**src/hdl/imu_caf_pkg.sv**
```systemverilog
`default_nettype none
package imu_caf_pkg;

    localparam int ANGLE_FRAC_BITS_DEF = 13;
    localparam int CORDIC_ITER_DEF = 16;
    localparam int ATAN_LEN = 24;
    localparam longint PI_Q30 = 64'sd3373259426;
    localparam logic [15:0] ALPHA_DEFAULT = 16'd64225;
    localparam longint GYRO_DIV = 64'sd512000000;

    typedef struct packed {
        logic signed [15:0] accel_x;
        logic signed [15:0] accel_y;
        logic signed [15:0] accel_z;
        logic signed [15:0] gyro_x;
        logic signed [15:0] gyro_y;
        logic signed [15:0] gyro_z;
        logic [15:0]        step_us;
    } t_in_item;

    typedef struct packed {
        logic signed [15:0] roll_angle;
        logic signed [15:0] pitch_angle;
        logic signed [31:0] yaw_angle;
        logic [31:0]        sample_count;
        logic               updated;
    } t_out_item;

    // One queued item together with its class.
    typedef struct packed {
        logic     upd;
        t_in_item item;
    } t_cmd;

    // Arctangent of 2^-i in radians, Q30, truncated.
    function automatic logic [31:0] atan_q30(input logic [4:0] idx);
        logic [31:0] v;
        case (idx)
            5'd0:  v = 32'h3243F6A8;
            5'd1:  v = 32'h1DAC6705;
            5'd2:  v = 32'h0FADBAFC;
            5'd3:  v = 32'h07F56EA6;
            5'd4:  v = 32'h03FEAB76;
            5'd5:  v = 32'h01FFD55B;
            5'd6:  v = 32'h00FFFAAA;
            5'd7:  v = 32'h007FFF55;
            5'd8:  v = 32'h003FFFEA;
            5'd9:  v = 32'h001FFFFD;
            5'd10: v = 32'h000FFFFF;
            5'd11: v = 32'h0007FFFF;
            5'd12: v = 32'h0003FFFF;
            5'd13: v = 32'h0001FFFF;
            5'd14: v = 32'h0000FFFF;
            5'd15: v = 32'h00007FFF;
            5'd16: v = 32'h00003FFF;
            5'd17: v = 32'h00001FFF;
            5'd18: v = 32'h00000FFF;
            5'd19: v = 32'h000007FF;
            5'd20: v = 32'h000003FF;
            5'd21: v = 32'h000001FF;
            5'd22: v = 32'h000000FF;
            5'd23: v = 32'h0000007F;
            default: v = 32'h0;
        endcase
        return v;
    endfunction

endpackage
`default_nettype wire

```
**src/hdl/imu_caf_tilt.sv**
```systemverilog
`default_nettype none
module imu_caf_tilt import imu_caf_pkg::*; #(
    parameter int FRAC = ANGLE_FRAC_BITS_DEF,
    parameter int ITER = CORDIC_ITER_DEF
) (
    input  wire logic               i_clk,
    input  wire logic               i_rst_n,
    input  wire logic               i_start,
    input  wire logic signed [15:0] i_ax,
    input  wire logic signed [15:0] i_ay,
    input  wire logic signed [15:0] i_az,
    output logic signed [FRAC+3:0]  o_roll,
    output logic signed [FRAC+3:0]  o_pitch,
    output logic                    o_done
);

    localparam int NIT = (ITER < ATAN_LEN) ? ITER : ATAN_LEN;
    localparam int OW = FRAC + 4;
    localparam int CW = 35;
    localparam int ZW = 34;
    localparam int RS = 30 - FRAC;
    localparam logic signed [ZW-1:0] PI_Z = ZW'(PI_Q30);
    localparam logic [ZW-1:0] HALF_Z = ZW'(64'd1 << (RS - 1));

    localparam logic [2:0] ST_IDLE  = 3'd0;
    localparam logic [2:0] ST_PREP  = 3'd1;
    localparam logic [2:0] ST_ROLL  = 3'd2;
    localparam logic [2:0] ST_RFIN  = 3'd3;
    localparam logic [2:0] ST_SQRT  = 3'd4;
    localparam logic [2:0] ST_PLOAD = 3'd5;
    localparam logic [2:0] ST_PITCH = 3'd6;
    localparam logic [2:0] ST_PFIN  = 3'd7;

    logic [2:0]           r_st;
    logic [4:0]           r_it;
    logic signed [15:0]   r_ax;
    logic signed [15:0]   r_ay;
    logic signed [15:0]   r_az;
    logic signed [CW-1:0] r_x;
    logic signed [CW-1:0] r_y;
    logic signed [ZW-1:0] r_z;
    logic                 r_zero;
    logic [31:0]          r_sqa;
    logic [31:0]          r_sqb;
    logic [31:0]          r_v;
    logic [31:0]          r_r;
    logic [31:0]          r_bit;
    logic signed [OW-1:0] r_roll;
    logic signed [OW-1:0] r_pitch;
    logic                 r_done;

    logic signed [31:0]   w_sqa;
    logic signed [31:0]   w_sqb;
    logic signed [17:0]   w_yin;
    logic signed [17:0]   w_xin;
    logic signed [17:0]   w_xabs;
    logic signed [17:0]   w_yadj;
    logic signed [CW-1:0] w_x0;
    logic signed [CW-1:0] w_y0;
    logic signed [ZW-1:0] w_z0;
    logic                 w_zero;
    logic signed [CW-1:0] w_sx;
    logic signed [CW-1:0] w_sy;
    logic signed [ZW-1:0] w_at;
    logic [ZW-1:0]        w_zabs;
    logic [ZW-1:0]        w_zq;
    logic signed [OW-1:0] w_ang;
    logic [32:0]          w_trial;
    logic                 w_take;

    assign w_sqa = r_ay * r_ay;
    assign w_sqb = r_az * r_az;

    // Operand setup: a negative x folds into the half plane x >= 0 plus or minus pi.
    always_comb begin
        if (r_st == ST_PLOAD) begin
            w_yin = -18'(r_ax);
            w_xin = 18'(r_r);
        end else begin
            w_yin = 18'(r_ay);
            w_xin = 18'(r_az);
        end
        w_zero = (w_xin == 18'sd0) && (w_yin == 18'sd0);
        if (w_xin < 0) begin
            w_xabs = -w_xin;
            w_yadj = -w_yin;
            w_z0   = (w_yin >= 0) ? PI_Z : -PI_Z;
        end else begin
            w_xabs = w_xin;
            w_yadj = w_yin;
            w_z0   = '0;
        end
        w_x0 = CW'(w_xabs) <<< 16;
        w_y0 = CW'(w_yadj) <<< 16;
    end

    always_comb begin
        w_sx   = r_x >>> r_it;
        w_sy   = r_y >>> r_it;
        w_at   = $signed({2'b00, atan_q30(r_it)});
        w_zabs = r_z[ZW-1] ? 34'(-r_z) : 34'(r_z);
        w_zq   = (w_zabs + HALF_Z) >> RS;
        w_ang  = r_zero ? '0 : OW'(r_z[ZW-1] ? -w_zq : w_zq);
        w_trial = {1'b0, r_r} + {1'b0, r_bit};
        w_take  = ({1'b0, r_v} >= w_trial);
    end

    assign o_roll  = r_roll;
    assign o_pitch = r_pitch;
    assign o_done  = r_done;

    always_ff @(posedge i_clk) begin
        case (r_st)
            ST_IDLE: begin
                if (i_start) begin
                    r_ax <= i_ax;
                    r_ay <= i_ay;
                    r_az <= i_az;
                end
            end
            ST_PREP, ST_PLOAD: begin
                r_x    <= w_x0;
                r_y    <= w_y0;
                r_z    <= w_z0;
                r_zero <= w_zero;
                r_sqa  <= w_sqa;
                r_sqb  <= w_sqb;
            end
            ST_ROLL, ST_PITCH: begin
                if (r_y > 0) begin
                    r_x <= r_x + w_sy;
                    r_y <= r_y - w_sx;
                    r_z <= r_z + w_at;
                end else begin
                    r_x <= r_x - w_sy;
                    r_y <= r_y + w_sx;
                    r_z <= r_z - w_at;
                end
            end
            ST_RFIN: begin
                r_roll <= w_ang;
                r_v    <= r_sqa + r_sqb;
                r_r    <= '0;
                r_bit  <= 32'h4000_0000;
            end
            ST_SQRT: begin
                // Floor square root, one result bit per cycle.
                if (w_take) begin
                    r_v <= r_v - w_trial[31:0];
                    r_r <= (r_r >> 1) + r_bit;
                end else begin
                    r_r <= r_r >> 1;
                end
                r_bit <= r_bit >> 2;
            end
            ST_PFIN: begin
                r_pitch <= w_ang;
            end
            default: begin
            end
        endcase
    end

    always_ff @(posedge i_clk) begin
        if (!i_rst_n) begin
            r_st   <= ST_IDLE;
            r_it   <= '0;
            r_done <= 1'b0;
        end else begin
            r_done <= 1'b0;
            case (r_st)
                ST_IDLE: begin
                    if (i_start) begin
                        r_st <= ST_PREP;
                    end
                end
                ST_PREP: begin
                    r_it <= '0;
                    r_st <= ST_ROLL;
                end
                ST_ROLL: begin
                    r_it <= r_it + 5'd1;
                    if (r_it == 5'(NIT - 1)) begin
                        r_st <= ST_RFIN;
                    end
                end
                ST_RFIN: r_st <= ST_SQRT;
                ST_SQRT: begin
                    if (r_bit[0]) begin
                        r_st <= ST_PLOAD;
                    end
                end
                ST_PLOAD: begin
                    r_it <= '0;
                    r_st <= ST_PITCH;
                end
                ST_PITCH: begin
                    r_it <= r_it + 5'd1;
                    if (r_it == 5'(NIT - 1)) begin
                        r_st <= ST_PFIN;
                    end
                end
                ST_PFIN: begin
                    r_done <= 1'b1;
                    r_st   <= ST_IDLE;
                end
                default: r_st <= ST_IDLE;
            endcase
        end
    end

endmodule
`default_nettype wire

```
**config.mk**
```make
export PLATFORM = sky130hd
export DESIGN_NAME = imu_caf_tilt
export DESIGN_NICKNAME = d
export VERILOG_FILES = /design/src/hdl/imu_caf_pkg.sv /design/src/hdl/imu_caf_tilt.sv
export SDC_FILE = /design/constraint.sdc
export NUM_CORES = 2
export LEC_CHECK = 0
export BUFFER_PORTS_ARGS = -buffer_cell sky130_fd_sc_hd__buf_2
export CORE_UTILIZATION = 36
export CTS_CLUSTER_SIZE = 10
export DETAILED_ROUTE_END_ITERATION = 6
export MAX_ROUTING_LAYER = met4
export SLEW_MARGIN = 15
export SYNTH_ARGS = -nofsm -noshare
export SYNTH_HDL_FRONTEND = slang
export SYNTH_SLANG_ARGS = --single-unit
```
**constraint.sdc**
```tcl
create_clock -name i_clk -period 7.38 [get_ports i_clk]
set_clock_uncertainty 0.1 [all_clocks]
set_input_delay 0.369 -clock i_clk [delete_from_list [all_inputs] [get_ports i_clk]]
set_output_delay 0.369 -clock i_clk [all_outputs]
set_load 0.03 [all_outputs]
```
Word level (Yosys, flattened, before mapping). Memories as Yosys holds them, arrays and structs flattened. A register that Yosys moved wholly into a read port is not among the register bits. Index checks and enable logic that the tools add are counted.

Add/subtract/negate cells: 17. $mul: 2. Magnitude comparators: 4. Equal/unequal tests: 13. Shift operators: 2. Mux-type cells: 29. Reductions and logical operators: 11.

Operators with widths (number): $pmux W32 S2 (3); $pmux W35 S2 (2); $mux W34 (4); $mux W18 (4); $add A35 B35 Y35 (2); $mux W35 (2); $sshr A35 B5 Y35 (2); $sub A35 B35 Y35 (2); $pmux W34 S2 (1); $mul A16 B16 Y32 (2); $mux W32 (2); $logic_not A18 Y1 (2); $neg A18 Y18 (2); $gt A35 B1 Y1 const B (1); $add A34 B17 Y34 const B (1); $add A34 B33 Y34 (1); $mux W17 (2); $neg A34 Y34 (1); $sub A34 B33 Y34 (1); $add A32 B32 Y33 (1); $ge A32 B33 Y1 (1); $add A31 B32 Y32 (1); $add A32 B32 Y32 (1); $sub A32 B32 Y32 (1); 21 further kinds (36).

Flip-flop bits (word level): 356. Bits in read-only memories: 960. Output and inout port bits: 35. Word-level logic and storage cells: 96. Memories: 1.

Memories: (name not given) (words 32, bits a word 30, read ports 1, clocked after memory_dff 1, wr ports 0, line imu_caf_pkg.sv:38) `case (idx)`.

Logic depth before layout (Yosys ltp).
Depth in word-level cells: 6. Gate-level depth with buffers: 30. Gate-level depth less buffers: 26.

Worst setup path after synthesis. OpenSTA, ideal clock, no wires.

Path type: register -> register. Start point: register r_ay[6]. End point: register r_sqa[30], data pin. Arrival time: 6529 ps. Setup slack: 490 ps. Cell stages (with the launch flop): 24. Path buffers: 3. Period minus slack after synthesis: 6890 ps. Cell sequence: edfxtp_1 clkbuf_1 clkbuf_1 nand2_1 fa_1 fa_1 fa_1 inv_1 fa_1 fa_1 inv_1 fa_1 inv_1 ha_1 clkbuf_1 a211oi_1 o21ai_0 a221o_1 a21o_1 a21oi_1 o21ai_0 a221oi_1 nor3_1 a311o_1.

Word-level cells in the longest chain between the ends: 1.

RTL lines: start, declared (line imu_caf_tilt.sv:37) `logic signed [15:0] r_ay;`; start signal, assigned (line imu_caf_tilt.sv:117) `r_ay <= i_ay;`; $mul A16 B16 Y32 (line imu_caf_tilt.sv:71) `assign w_sqa = r_ay * r_ay;`; named net w_sqa[30] (line imu_caf_tilt.sv:52) `logic signed [31:0] w_sqa;`; end signal, assigned (line imu_caf_tilt.sv:126) `r_sqa <= w_sqa;`; end, declared (line imu_caf_tilt.sv:43) `logic [31:0] r_sqa;`.

The timed path passes the listed nets, and every way through them passes these cells. A chain may end at the register's enable or synchronous reset.

Final worst setup path.
Start point: register r_it[0]. End point: register r_y[33], data pin.

Word-level cells in the longest chain between the ends: 4.

RTL lines: start, declared (line imu_caf_tilt.sv:35) `logic [4:0] r_it;`; start signal, assigned (line imu_caf_tilt.sv:182) `r_it <= r_it + 5'd1;`; start signal, assigned (line imu_caf_tilt.sv:198) `r_it <= r_it + 5'd1;`; $sshr A35 B5 Y35 * (line imu_caf_tilt.sv:98) `w_sx = r_x >>> r_it;`; $add A35 B35 Y35 / $sub A35 B35 Y35 (equally long branches) (line imu_caf_tilt.sv:136, imu_caf_tilt.sv:132); $mux W35 * (line imu_caf_tilt.sv:130) `if (r_y > 0) begin`; $pmux W35 S2 * (line imu_caf_tilt.sv:113) `case (r_st)`; end signal, assigned (line imu_caf_tilt.sv:123) `r_y <= w_y0;`; end signal, assigned (line imu_caf_tilt.sv:132) `r_y <= r_y - w_sx;`; end signal, assigned (line imu_caf_tilt.sv:136) `r_y <= r_y + w_sx;`; end, declared (line imu_caf_tilt.sv:40) `logic signed [CW-1:0] r_y;`.

Every way passes the cells marked *; elsewhere a longest branch is shown, timed or not.

==> summary.txt <==
Yosys
  • Synth top area share: 0.193
  • EDFF count, synth: 329
  • Syn Inst Count: 5637
  • Warning count from the yosys run: 0
  • Post-synth ARST share: 0
  • Top cells by area, synth: edfxtp_1 (19%), fa_1 (18%), ha_1 (9.7%), inv_1 (5.4%), xnor2_1 (4.2%)
  • Distinct cell type count after synthesis: 92
  • Synth Flop Type: edfxtp_1
  • Mux cell area share after synthesis: 0.0605
  • FF+latch count, synth: 368
  • Synth area leader: edfxtp_1
  • Sequential-to-total area share from yosys stat: 0.209
  • Mapped cell area: 51100 um^2
  • Mapped Nets: 6554
  • Complex-gate fraction of the synthesized area: 0.156
  • Largest family of logic cells by synthesized area: adder cells
  • Post-synthesis xor/xnor area fraction: 0.0748
  • Mean area per synthesized cell: 9.06 um^2
  • Simple logic cell fraction of the synthesized area: 0.145
  • Adder-cell area share of the yosys netlist: 0.281

Setup path
  • Endpoint class of the critical path: flip-flop
  • Critical Path Source Type: flip-flop
  • Critical Path Max Stage Delay: 0.60 ns
  • Crit path top cell by count: buf_4
  • WP buf/inv: 4
  • Slowest CP cell: dfxtp_4
  • Top Family by Delay on Critical Path: simple AND/OR/NAND/NOR gates
  • CP Class: flip-flop to flip-flop
  • CP Max Fanout: 21
  • CP Cell Sequence: buf_4 -> mux2_2 -> mux4_2 -> and2_1 -> nor4b_1 -> buf_4 -> nand3_1 -> nor3b_1 -> buf_4 -> and2b_1 -> nor2_1 -> xnor2_1 -> ha_1 -> a21oi_1 -> o211ai_1 -> a2111oi_0 -> buf_4 -> o311ai_1 -> a41oi_1 -> a21oi_1 -> or4_1 -> a31oi_1 -> xor2_1 -> o21ai_0
  • Worst endpoint required time: 7.66 ns
  • CP arrival: 7.34 ns

Global route
  • Vias in the first global route: 42100
  • Largest net degree at the start of global routing: 73
  • GRT overflow: 0
  • First-pass GRT wire length: 237000 um
  • Initial antenna violation count: 1
  • GRT Total Usage: 0.216

Die
  • Initial core utilization: 0.365
  • Die area: 143000 um^2
  • Row cnt: 137
  • Core area: 140000 um^2
  • Die Ht: 379 um
  • Die Wd: 379 um
  • I/O pin total: 86

STA
  • Min Tclk post-route: 7.06 ns
  • Worst Tran Pin Value: 1.13 ns
  • Setup violations, final: 0
  • Final period util: 0.957
  • Final worst setup slack: 0.320 ns
  • Slew headroom: 0.237
  • Hold Fails Final Rpt: 0
  • Max-slew violation count: 0
  • Setup tns final: 0 ns
  • Max Clk Rate: 0.142 GHz

Detailed routing
  • Initial DRC Count: 3432
  • Via count: 42100
  • Residual DRC: 0
  • Routed Antenna Nets: 0
  • DR vias/cell: 5.46
  • Router iterations before antenna repair: 6
  • Wire per inst: 19.6 um
  • Total length of routed wires: 151000 um

Run status
  • Outcome: finished clean

Clock tree
  • Root buf cell: clkbuf_16
  • Worst-path clk slew: 0.06 ns
  • Num CTS Buffers: 49
  • CTS tree: yes
  • TritonCTS Sinks: 368
  • Clk buf depth: 3
  • CTS H-tree lvls: 2
  • Worst-skew pair later-pin latency: 0.66 ns

Placement
  • Gp weighted congestion: 0.986
  • # port buffers: 85
  • Placed Area: 54500 um^2
  • Hpwl dp: 119000 um
  • Post-placement setup slack: 0.0527 ns

Final layout
  • Nets: 6719
  • Design Area, Final: 56800 um^2
  • Final core utilization: 0.405
  • Area delta synth->final: 11.2%
  • Fillers: 13900
  • Layout cell share with drive strength beyond 1: 0.101

Run
  • Maxcap violations: 0

Worst hold path
  • Hold WC Path Type: input pin to flip-flop
==> repair_timing <==
action,in CTS,in global routing
hold buffers,48,0
hold endpoints to repair,48,0
gates resized for setup,0,4
endpoints found under the setup margin,0,10
setup buffers,0,23
==> path summary, 6_finish.rpt <==
kind | from | to | slack (ns) | cells past startpoint
hold reg to reg | r_bit[10]$_SDFFCE_PN0P_ | r_bit[8]$_SDFFCE_PN0P_ | 0.53 | 1
hold / removal | i_rst_n | o_done$_SDFF_PN0_ | 0.05 | 2
setup / recovery | r_it[0]$_SDFFE_PN0N_ | r_y[33]$_DFFE_PN_ | 0.32 | 24
setup reg to reg | r_it[0]$_SDFFE_PN0N_ | r_y[33]$_DFFE_PN_ | 0.32 | 24
==> kinds of logic after synthesis <==
group	Yosys count
adder cells (fa/ha/maj)	866
flip-flops	368
multiplexers	210
XOR/XNOR	436
buffers and inverters	985
AO/OA/AOI/OAI	1221
AND/OR/NAND/NOR	1551
==> area by class of cell <==
type,count,area [um^2],area share
antenna,2,5.00,0.0000882
clock buffer,64,1300,0.0229
clock inverter,22,211,0.00373
inverter,739,2780,0.0489
multi-input combinational,4284,36700,0.647
sequential,368,10700,0.188
tap,1876,2350,0.0414
timing repair buffer,360,2730,0.0481
==> cells in the final DEF, fill, tap and decap left out, types with 51 or more instances in the layout <==
cell type  netlist  final
a211oi_1        59     59
a21o_1         112    112
a21oi_1        292    291
a31oi_1         61     61
and2_1         104    104
and3_1          57     57
buf_2           28     85
buf_4            4    216
edfxtp_1       329    329
fa_1           469    469
ha_1           397    397
inv_1          734    732
mux2_2          66     66
mux2i_1         74     74
mux4_2          63     63
nand2_1        478    477
nand2b_1        53     53
nand3_1         73     73
nor2_1         438    435
nor3_1          92     92
o21ai_0        270    268
o31ai_1         51     51
xnor2_1        242    242
xor2_1         194    194
==> flip-flops by register name (all words and copies together) (netlist names) <==
name / cells
r_zero: 1
r_sqa: 31
r_r: 32
o_roll: 17
r_y: 35
o_done: 1
r_st: 3
r_ay: 16
r_sqb: 31
r_z: 34
r_x: 35
w_at: 30
o_pitch: 17
r_v: 32
r_az: 16
r_bit: 16
r_ax: 16
r_it: 5
==> worst register-to-register path: cells and delay by family, from the launching register on <==
kind | cells | cell delay, ns
buf+inv | 4 | 0.99
simple gates | 7 | 1.83
mux | 2 | 0.89
xor+xnor | 2 | 0.35
flops | 1 | 0.60
compound gates | 8 | 1.77
fa+ha+maj | 1 | 0.28
==> routing by layer <==
| layer | wire length [um] | up-vias | global-route usage |
|---|---|---|---|
| li1 | - | 19900 | - |
| met1 | 66900 | 20700 | 0.285 |
| met2 | 71100 | 1289 | 0.351 |
| met3 | 8600 | 251 | 0.0228 |
| met4 | 4550 | 0 | 0.0643 |
| met5 | 0 | - | - |
==> synth_stat cells (53+ instances only) <==
master / n
mux2i_1: 74
a21o_1: 112
and2_1: 104
xor2_1: 194
xnor2_1: 242
nand2b_1: 53
edfxtp_1: 329
inv_1: 734
nor2_1: 438
fa_1: 469
nand2_1: 478
ha_1: 397
clkbuf_1: 179
mux4_2: 63
a211oi_1: 59
o21ai_0: 270
nor3_1: 92
a21oi_1: 292
mux2_2: 66
a31oi_1: 61
and3_1: 57
nand3_1: 73
==> stage by stage <==
| stage | hold slack, ns | cells |
|---|---|---|
| after floorplan | 0.368 | 5637 |
| after global placement | 0.446 | 7556 |
| after detailed placement | 0.447 | 7556 |
| after CTS | 0.0279 | 7690 |
| after global routing | 0.0542 | 7714 |
| final | 0.0516 | 7715 |
Power is not shown: default switching activity piles up to over one toggle a cycle in this logic, so the estimate is an artifact.
